**config.mk**
```make
export PLATFORM = sky130hd
export DESIGN_NAME = asmc_ctrl
export DESIGN_NICKNAME = d
export VERILOG_FILES = /design/src/hw/rtl/asmc_pkg.sv /design/src/hw/rtl/asmc_ctrl.sv
export SDC_FILE = /design/constraint.sdc
export NUM_CORES = 1
export LEC_CHECK = 0
export ABC_AREA = 0
export BUFFER_PORTS_ARGS = -buffer_cell sky130_fd_sc_hd__buf_4
export CAP_MARGIN = 20
export CORE_AREA = 8 8 45 47
export CTS_BUF_LIST = sky130_fd_sc_hd__clkbuf_16
export DETAILED_ROUTE_END_ITERATION = 12
export DIE_AREA = 0 0 53 55
export PLACE_DENSITY = 0.55
export SYNTH_ARGS = -nofsm -noshare
export SYNTH_HDL_FRONTEND = slang
export SYNTH_SLANG_ARGS = --single-unit
```
**constraint.sdc**
```tcl
create_clock -name clk_i -period 2.54 [get_ports clk_i]
set_input_delay 0.254 -clock clk_i [delete_from_list [all_inputs] [get_ports clk_i]]
set_output_delay 0.254 -clock clk_i [all_outputs]
set_load 0.1 [all_outputs]
```
**src/hw/rtl/asmc_pkg.sv**
```systemverilog
// Shared constants, command and status types, and helpers for the accumulator stack machine.
package asmc_pkg;

  // Storage sizes.
  localparam int unsigned VAR_DEPTH   = 256;
  localparam int unsigned STACK_DEPTH = 1024;
  localparam int unsigned PROG_DEPTH  = 256;

  // Derived widths.
  localparam int unsigned VAR_AW = $clog2(VAR_DEPTH);
  localparam int unsigned STK_AW = $clog2(STACK_DEPTH);
  localparam int unsigned CNT_W  = $clog2(STACK_DEPTH + 1);
  localparam int unsigned IP_W   = $clog2(PROG_DEPTH);

  // The clearing pass after reset covers the larger of the two memories.
  localparam int unsigned CLR_DEPTH = (VAR_DEPTH > STACK_DEPTH) ? VAR_DEPTH : STACK_DEPTH;
  localparam int unsigned CLR_W     = $clog2(CLR_DEPTH);

  // Depths as 17-bit values for the index reduction helper.
  localparam logic [16:0] VAR_DEPTH_M  = 17'(VAR_DEPTH);
  localparam logic [16:0] PROG_DEPTH_M = 17'(PROG_DEPTH);

  // Stream payload widths.
  localparam int unsigned S_TDATA_W = 64;
  localparam int unsigned M_TDATA_W = 80;

  // Opcodes.
  localparam logic [4:0] OP_ADD    = 5'd0;
  localparam logic [4:0] OP_SUB    = 5'd1;
  localparam logic [4:0] OP_MULT   = 5'd2;
  localparam logic [4:0] OP_DIV    = 5'd3;
  localparam logic [4:0] OP_LOAD   = 5'd4;
  localparam logic [4:0] OP_STORE  = 5'd5;
  localparam logic [4:0] OP_COPY   = 5'd6;
  localparam logic [4:0] OP_READ   = 5'd7;
  localparam logic [4:0] OP_WRITE  = 5'd8;
  localparam logic [4:0] OP_STOP   = 5'd9;
  localparam logic [4:0] OP_NOOP   = 5'd10;
  localparam logic [4:0] OP_BR     = 5'd11;
  localparam logic [4:0] OP_BRNEG  = 5'd12;
  localparam logic [4:0] OP_BRZNEG = 5'd13;
  localparam logic [4:0] OP_BRPOS  = 5'd14;
  localparam logic [4:0] OP_BRZPOS = 5'd15;
  localparam logic [4:0] OP_BRZERO = 5'd16;
  localparam logic [4:0] OP_PUSH   = 5'd17;
  localparam logic [4:0] OP_POP    = 5'd18;
  localparam logic [4:0] OP_STACKW = 5'd19;
  localparam logic [4:0] OP_STACKR = 5'd20;

  // Error codes.
  localparam logic [2:0] ERR_NONE      = 3'd0;
  localparam logic [2:0] ERR_OVERFLOW  = 3'd1;
  localparam logic [2:0] ERR_UNDERFLOW = 3'd2;
  localparam logic [2:0] ERR_RANGE     = 3'd3;
  localparam logic [2:0] ERR_DIV_ZERO  = 3'd4;

  // Commands from the controller to the datapath.
  typedef struct packed {
    logic clear;     // write zero at the sweep address and advance it
    logic capture;   // latch the accepted request
    logic decode;    // variable write or variable read
    logic execute;   // carry out the instruction
    logic acc_div;   // load the quotient into the accumulator
    logic acc_stk;   // load the stack read data into the accumulator
    logic out_load;  // fill the output register
  } ctrl_cmd_t;

  // Status from the datapath to the controller.
  typedef struct packed {
    logic clr_done;   // sweep address is at the last entry
    logic halted;     // machine has stopped
    logic item_init;  // captured request is a variable initialization
    logic exec_div;   // instruction needs the iterative divider
    logic exec_stkr;  // instruction needs a stack read
    logic div_done;   // divider has finished
  } ctrl_stat_t;

  // Reduces a byte modulo m by shifted compare and subtract.
  function automatic logic [15:0] mod_byte(input logic [7:0] x, input logic [16:0] m);
    logic [24:0] r;
    logic [24:0] mk;
    r = {17'd0, x};
    for (int k = 7; k >= 0; k--) begin
      mk = {8'd0, m} << k;
      if (r >= mk) begin
        r = r - mk;
      end
    end
    return r[15:0];
  endfunction

endpackage

```
**src/hw/rtl/asmc_ctrl.sv**
```systemverilog
// Controller FSM: sequences clearing, decode, execute, divide, stack read, output register.
module asmc_ctrl (
  input  logic                  clk_i,
  input  logic                  rst_ni,
  input  logic                  s_valid_i,
  output logic                  s_ready_o,
  input  logic                  m_ready_i,
  output logic                  m_valid_o,
  output asmc_pkg::ctrl_cmd_t   cmd_o,
  input  asmc_pkg::ctrl_stat_t  st_i
);

  localparam logic [2:0] S_CLEAR  = 3'd0;
  localparam logic [2:0] S_IDLE   = 3'd1;
  localparam logic [2:0] S_DECODE = 3'd2;
  localparam logic [2:0] S_EXEC   = 3'd3;
  localparam logic [2:0] S_DIV    = 3'd4;
  localparam logic [2:0] S_STKRD  = 3'd5;
  localparam logic [2:0] S_RESP   = 3'd6;

  logic [2:0] state_q, state_d;
  logic       out_valid_q, out_valid_d;
  logic       out_free;

  assign out_free = !out_valid_q || m_ready_i;

  // Next state and commands.
  always_comb begin
    state_d = state_q;
    cmd_o   = '0;
    case (state_q)
      S_CLEAR: begin
        cmd_o.clear = 1'b1;
        if (st_i.clr_done) begin
          state_d = S_IDLE;
        end
      end
      S_IDLE: begin
        if (s_valid_i) begin
          cmd_o.capture = 1'b1;
          state_d       = S_DECODE;
        end
      end
      S_DECODE: begin
        cmd_o.decode = 1'b1;
        if (st_i.halted || st_i.item_init) begin
          state_d = S_RESP;
        end else begin
          state_d = S_EXEC;
        end
      end
      S_EXEC: begin
        cmd_o.execute = 1'b1;
        if (st_i.exec_div) begin
          state_d = S_DIV;
        end else if (st_i.exec_stkr) begin
          state_d = S_STKRD;
        end else begin
          state_d = S_RESP;
        end
      end
      S_DIV: begin
        if (st_i.div_done) begin
          cmd_o.acc_div = 1'b1;
          state_d       = S_RESP;
        end
      end
      S_STKRD: begin
        cmd_o.acc_stk = 1'b1;
        state_d       = S_RESP;
      end
      S_RESP: begin
        if (out_free) begin
          cmd_o.out_load = 1'b1;
          state_d        = S_IDLE;
        end
      end
      default: state_d = S_IDLE;
    endcase
  end

  // Output valid follows loads and completed output requests.
  always_comb begin
    if (cmd_o.out_load) begin
      out_valid_d = 1'b1;
    end else if (m_ready_i) begin
      out_valid_d = 1'b0;
    end else begin
      out_valid_d = out_valid_q;
    end
  end

  always_ff @(posedge clk_i or negedge rst_ni) begin
    if (!rst_ni) begin
      state_q     <= S_CLEAR;
      out_valid_q <= 1'b0;
    end else begin
      state_q     <= state_d;
      out_valid_q <= out_valid_d;
    end
  end

  assign s_ready_o = (state_q == S_IDLE);
  assign m_valid_o = out_valid_q;

  // The divide state is left only when the divider reports completion.
  a_div_wait: assert property (@(posedge clk_i) disable iff (!rst_ni)
    (state_q == S_DIV && !st_i.div_done) |=> (state_q == S_DIV))
    else $error("left divide state before quotient was ready");

  // A pending result is never overwritten before it is taken.
  a_out_no_overwrite: assert property (@(posedge clk_i) disable iff (!rst_ni)
    cmd_o.out_load |-> (!out_valid_q || m_ready_i))
    else $error("output register loaded while holding an untaken result");

endmodule

```
# ---- Yosys cells after proc, flatten, opt, wreduce, memory -nomap -nowiden
# Cells that the tools add are included.
dict set report totals {
  reg_bits 4
  out_inout_bits 9
  word_cells 38
  in_bits 10
}
dict set report op_classes {
  n_mux 20
  n_eq_ne 10
  n_reduce_logical 6
}
# operator n
set ops {}
lappend ops {{3-bit case mux with 7 select lines} 1}
lappend ops {{3-bit two-way mux} 6}
lappend ops {{1-bit two-way mux} 12}
lappend ops {{3-bit equality test (second input constant)} 3}
lappend ops {{2-bit != test (second input constant)} 4}
lappend ops {{3-bit by 2-bit equality test with 1-bit output (second input constant)} 2}
lappend ops {{4-bit AND reduction} 1}
lappend ops {{3-bit by 1-bit equality test with 1-bit output (second input constant)} 1}
lappend ops {{3-bit logical NOT} 1}
lappend ops {{1-bit logical OR} 2}
lappend ops {{2-bit two-way mux} 1}
lappend ops {{2-bit nonzero test} 1}
lappend ops {{1-bit logical NOT} 1}

# ---- Logic depth before layout (Yosys ltp)
# Gate-level depths: netlist of the first run.
dict set report depth {
  ltp_word 5
  ltp_mapped 5
  ltp_nobuf 4
}

# ---- Worst setup path after synthesis of the first run
# No wires, ideal clock.
dict set report synth_path {
  kind {register -> output}
  from {register state_q[2]}
  to {output port cmd_o[2] in the netlist's numbering}
  path_buffers 1
  path_stages_with_launch 4
  arrival_ps 3686
  t_required_ps 2286
  path_slack_ps -1400
  path_cell_list {dfrtp_1 buf_4 inv_1 nor4b_1}
}
# element line
set synth_lines {}
lappend synth_lines {{start, declared} asmc_ctrl.sv:21} ;# logic [2:0] state_q, state_d;
lappend synth_lines {{start signal, assigned} asmc_ctrl.sv:98} ;# state_q <= state_d;
lappend synth_lines {{end, declared} asmc_ctrl.sv:9} ;# output asmc_pkg::ctrl_cmd_t cmd_o,

==> results of run 1 <==
## through the flow
step                hold WS (ps)  worst slack [ps]
detailed placement         52.05             758.6
floorplan                 -41.59            -15.54
global placement           51.89             773.3
finish                     244.2             507.6
CTS                        250.8             500.2
global route               256.6             415.7
## cell families (layout without fill, tap and decap cells)
kind of cell	Yosys count	in the layout	share of synthesized area, %
AND/OR/NAND/NOR	15	15	23.99
AO/OA/AOI/OAI	14	14	30.62
buffers and inverters	8	27	11.43
flip-flops	4	4	29.52
multiplexers	1	1	4.427
## worst paths after layout
kind                                        start                endpoint  slack (ps)  depth (start not counted)
setup / recovery           state_q[2]$_DFFE_PN0P_                cmd_o[0]         510                          4
hold / removal                          m_ready_i  state_q[1]$_DFFE_PN0P_         240                          2
setup reg to reg           state_q[2]$_DFFE_PN0P_  state_q[0]$_DFFE_PN0P_         950                          4
hold reg to reg             m_valid_o$_DFFE_PN0P_  state_q[1]$_DFFE_PN0P_         600                          2
max in group asynchronous                  rst_ni  state_q[1]$_DFFE_PN0P_        2080                          2
min in group asynchronous                  rst_ni  state_q[2]$_DFFE_PN0P_         360                          2
## per-layer routing
layer / GRT usage (%) / share of wire, % / vias up
met1: 7.939 / 41 / 172
met3: 4.278 / 14 / 0
met4: 3.879 / 0 / 0
met5: 0 / 0 / -
li1: - / - / 193
met2: 9.180 / 45 / 16
## flip-flops by register name, indices dropped and copies added (netlist names)
signal     flops
state_q        3
m_valid_o      1
## what timing repair did
action	in CTS	in global routing
hold buffers	1	0
buffers inserted	0	0
endpoints found under the hold margin	4	0
gates resized for setup	0	0
## Yosys cell counts, drive strengths merged, types with 2 or more instances
| cell | n |
|---|---|
| or3 | 2 |
| nor2 | 5 |
| o21ai | 4 |
| nor3 | 2 |
| o31ai | 2 |
| buf | 3 |
| a21oi | 4 |
| dfrtp | 4 |
| inv | 5 |
## final cells by class
class,instances,share of cell area [%]
multi-input cells,30,38.01
repair buffers,19,25.05
clock buffers,3,12.96
well taps,16,3.456
inverters,5,3.240
flip-flops and latches,4,17.28
==> flow_summary.json, run 1 <==
{
  "drc": 0,
  "ys_ff_latch": 4,
  "nets": 73,
  "grt-ovfl-total": 0,
  "vias": 381,
  "regArea_um2": 100.1,
  "worst_slew_pin_slew_ps": 443.9,
  "worstSetupStartpointType": "register",
  "fp-row-count": 14,
  "drive_gt1_share_pct": 50.82,
  "grt_max_degree": 15,
  "cts_made_buffers": 3,
  "viasPerCell": 4.948,
  "initial_core_util_pct": 24.50,
  "synth_area_leaders": "dfrtp_1, nor2_1, a21oi_2, o21ai_0, buf_4",
  "die_x_um": 53,
  "synth-edff-count": 0,
  "finalCriticalPeriod_ps": 2032,
  "cts_root_buf": "clkbuf_16",
  "finalClockSkew_ps": 2.969,
  "placed_cell_area_um2": 494.2,
  "cp_cell_sequence": "inv_1, or3_1, a21oi_1, buf_4",
  "min-delay-path-class": "input pin to register",
  "antenna_found_initial": 0,
  "finalNonFillerCells": 77,
  "clk_pin_slew_worst_paths_ps": 30,
  "async_flop_share_pct": 100.0,
  "wirelength_um": 947,
  "wl_per_cell_um": 12.30,
  "max_freq_mhz": 492.0,
  "cts_buffer_depth": 2,
  "area_growth_pct": 70.85,
  "cpPeakStageDelay_ps": 540,
  "grt_pass1_vias": 326,
  "drtAntennaViolNets": 0,
  "layout_common_cells": "buf_4, nor2_1, inv_1, dfrtp_1",
  "final-setup-viol-count": 0,
  "slew_headroom_pct": 70.41,
  "drt_iter0_markers": 6,
  "hold_viol_final": 0,
  "final_util_pct": 41.86,
  "cts.sinks": 4,
  "cp_num_buf_inv": 2,
  "worstPathRequired_ps": 2290,
  "yosysTopAreaCellShare_pct": 29.52,
  "die_h_um": 55,
  "path_delay_family": "flip-flops",
  "multi_input_area_um2": 220.2,
  "rsz0062_at_grt": "false",
  "arrival_ps": 1780,
  "synth_nets": 52,
  "drv_cap": 0,
  "drv_slew": 0,
  "n_antenna_cell": 0,
  "synth-seq-area-share_pct": 29.52,
  "yosys.area.top_type": "dfrtp_1",
  "syn_area_um2": 339.1,
  "avgSynthCellArea_um2": 8.073,
  "hpwl_um": 723.7,
  "grt_usage_pct": 6.787,
  "fp.dieArea_mm2": 0.002915,
  "critPathKind": "register to output pin",
  "crit_path_top_delay_cell": "dfrtp_1",
  "cts_tree": "yes",
  "synthCells": 42,
  "io-pin-count": 19,
  "insertion_delay_ps": 220,
  "final_area_um2": 579.3,
  "htreeDepth": 1,
  "period_share_pct": 80.01,
  "endpoint_kind": "output pin",
  "core_mm2": 0.001384,
  "status": "completed",
  "ys.flop_type": "dfrtp_1",
  "yosys_warnings": 0,
  "fillers": 133,
  "final_common_cell": "buf_4",
  "dp_cells": 73,
  "gp_congestion": 0.7553,
  "grt_pass1_wl_mm": 1.421,
  "ys_types": 24,
  "drt_pre_antenna_iters": 4,
  "cp_max_fo": 11,
  "tns_ps": 0,
  "io_buffers": 18
}
Power of run 1 is left out: the tool's default activity adds up to more than one toggle a clock period on the data nets, which glitch-free logic cannot reach.
==> run 2: changes to the inputs <==
ABC_AREA = 1   (was 0)
PLACE_DENSITY = 0.57   (was 0.55)
clock period = 2.05 ns   (was 2.54 ns; I/O delays follow)
==> run 2 against run 1 <==
  * Utilization up 2.0 points
  * Largest cell class unchanged
  * Area after synthesis is 8.9% higher
  * Critical path depth decreased by 1
  * Cell count is 34% higher
  * Die area stayed put
  * Sequential share of layout area decreased by 0.78 points
  * Global-route usage up 0.71 points
  * Cell area rose by 4.8%
  * Clock skew barely moved
  * Hold slack improved by 51 ps
  * First-iteration DRC count fell by 33%
  * Count of clock-buffer cells in the layout unchanged
==> flow_summary.json, run 2 <==
{
  "synth-edff-count": 0,
  "cts_hold_buf": 1,
  "drt_pre_antenna_iters": 4,
  "yosys.area.top_type": "dfrtp_1",
  "wl_per_cell_um": 9.427,
  "cp_num_buf_inv": 1,
  "grt-ovfl-total": 0,
  "finalNonFillerCells": 103,
  "path_delay_family": "flip-flops",
  "drv_slew": 0,
  "cp_max_fo": 10,
  "fp.dieArea_mm2": 0.002915,
  "io_buffers": 18,
  "antenna_found_initial": 0,
  "worstSetupPathDepth": 3,
  "ys_types": 14,
  "cts_root_buf": "clkbuf_16",
  "min_path_cells": 4,
  "cts_tree": "yes",
  "htreeDepth": 1,
  "cts.sinks": 4,
  "synth_area_leaders": "dfrtp_1, nand2_1, inv_1, nor2_1, nand3_1",
  "grt_usage_pct": 7.499,
  "die_x_um": 53,
  "dp_cells": 99,
  "max_freq_mhz": 632.0,
  "die_h_um": 55,
  "grt_pass1_wl_mm": 1.614,
  "ys.flop_type": "dfrtp_1",
  "syn_area_um2": 369.1,
  "setup_ws_ps": 467.6,
  "initial_core_util_pct": 26.67,
  "drt_iter0_markers": 4,
  "io-pin-count": 19,
  "period_share_pct": 77.19,
  "insertion_delay_ps": 220,
  "slew_headroom_pct": 79.13,
  "nets": 99,
  "cts_made_buffers": 3,
  "yosys_warnings": 0,
  "dp_slack_ps": 693.7,
  "n_antenna_cell": 0,
  "viasPerCell": 4.175,
  "cts_setup_buffers": 0,
  "synth_nets": 77,
  "status": "completed",
  "critPathKind": "register to output pin",
  "finalCriticalPeriod_ps": 1582,
  "final-setup-viol-count": 0,
  "top_register": "state_q",
  "placed_cell_area_um2": 521.8,
  "ys_ff_latch": 4,
  "avgSynthCellArea_um2": 5.509,
  "area_growth_pct": 64.41,
  "wirelength_um": 971,
  "ctsResizeCount": 0,
  "synth-seq-area-share_pct": 27.12,
  "vias": 430,
  "largest_reg_flops": 3,
  "cts_buffer_depth": 2,
  "tns_ps": 0,
  "min-delay-path-class": "input pin to register",
  "arrival_ps": 1380,
  "clk_pin_slew_worst_paths_ps": 30,
  "hold_viol_final": 0,
  "rrSetupSlack_ps": 840,
  "cp_cell_sequence": "nand3_1, a21oi_1, buf_4",
  "final_area_um2": 606.8,
  "rsz0062_at_grt": "false",
  "worstSetupStartpointType": "register",
  "final_common_cell": "nand2_1",
  "ff2ff_path_depth": 6,
  "cpPeakStageDelay_ps": 510,
  "drv_cap": 0,
  "grt_pass1_vias": 390,
  "yosysTopAreaCellShare_pct": 27.12,
  "core_mm2": 0.001384,
  "gp_congestion": 0.7366,
  "fillers": 145,
  "endpoint_kind": "output pin",
  "worstPathRequired_ps": 1850,
  "drtAntennaViolNets": 0,
  "drc": 0,
  "finalClockSkew_ps": 2.951,
  "layout_common_cells": "nand2_1, buf_4, inv_1",
  "synthCells": 67,
  "hpwl_um": 832.4,
  "crit_path_top_delay_cell": "dfrtp_1",
  "drive_gt1_share_pct": 33.33,
  "yosys-top-cells-count": "nand2_1, inv_1, nor2_1, nand3_1, dfrtp_1",
  "async_flop_share_pct": 100.0,
  "yosysMostFrequentCell": "nand2_1",
  "worst_slew_pin_slew_ps": 313.1,
  "grt_max_degree": 11,
  "fp-row-count": 14
}
[run 2: kinds of logic (layout without fill, tap and decap cells)]
logic type	after synthesis	in the layout	synth area share, %
compound gates	3	3	4.067
buf+inv	17	37	20.34
flops	4	4	27.12
simple gates	43	43	48.47
[run 2: layout make-up]
cell class	instances	area [um2]	area share, %
multi-input combinational	46	210.2	34.64
timing repair buffer	19	145.1	23.92
sequential	4	100.1	16.49
clock buffer	3	75.07	12.37
inverter	15	56.30	9.278
tap	16	20.02	3.299
[run 2: final timing paths]
path,startpoint,endpoint
max,state_q[1]$_DFFE_PN0P_,cmd_o[0]
min reg2reg,m_valid_o$_DFFE_PN0P_,m_valid_o$_DFFE_PN0P_
min,m_ready_i,m_valid_o$_DFFE_PN0P_
max in group asynchronous,rst_ni,m_valid_o$_DFFE_PN0P_
min in group asynchronous,rst_ni,state_q[2]$_DFFE_PN0P_
max reg2reg,state_q[1]$_DFFE_PN0P_,state_q[1]$_DFFE_PN0P_
[run 2: through the flow]
stage / utilization, % / hold WS (ps)
after global placement: 37.70 / 1.269
after CTS: 43.85 / 297.3
after global routing: 43.85 / 325.0
final: 43.85 / 295.7
after detailed placement: 37.70 / 2.485
after floorplan: - / -90.59
[run 2: tightest hold or removal path: stages]
cell	delay (ps)
buf_4	80
inv_1	40
nand2_1	90
nand2_1	60
[run 2: layer usage]
metal	global-route usage, %	routed length [um]	up-vias
met2	12.70	547	8
met3	3.743	54	0
li1	-	-	242
met5	0	0	-
met1	7.481	370	180
met4	3.879	0	0
Power of run 2 is left out for the same reason.
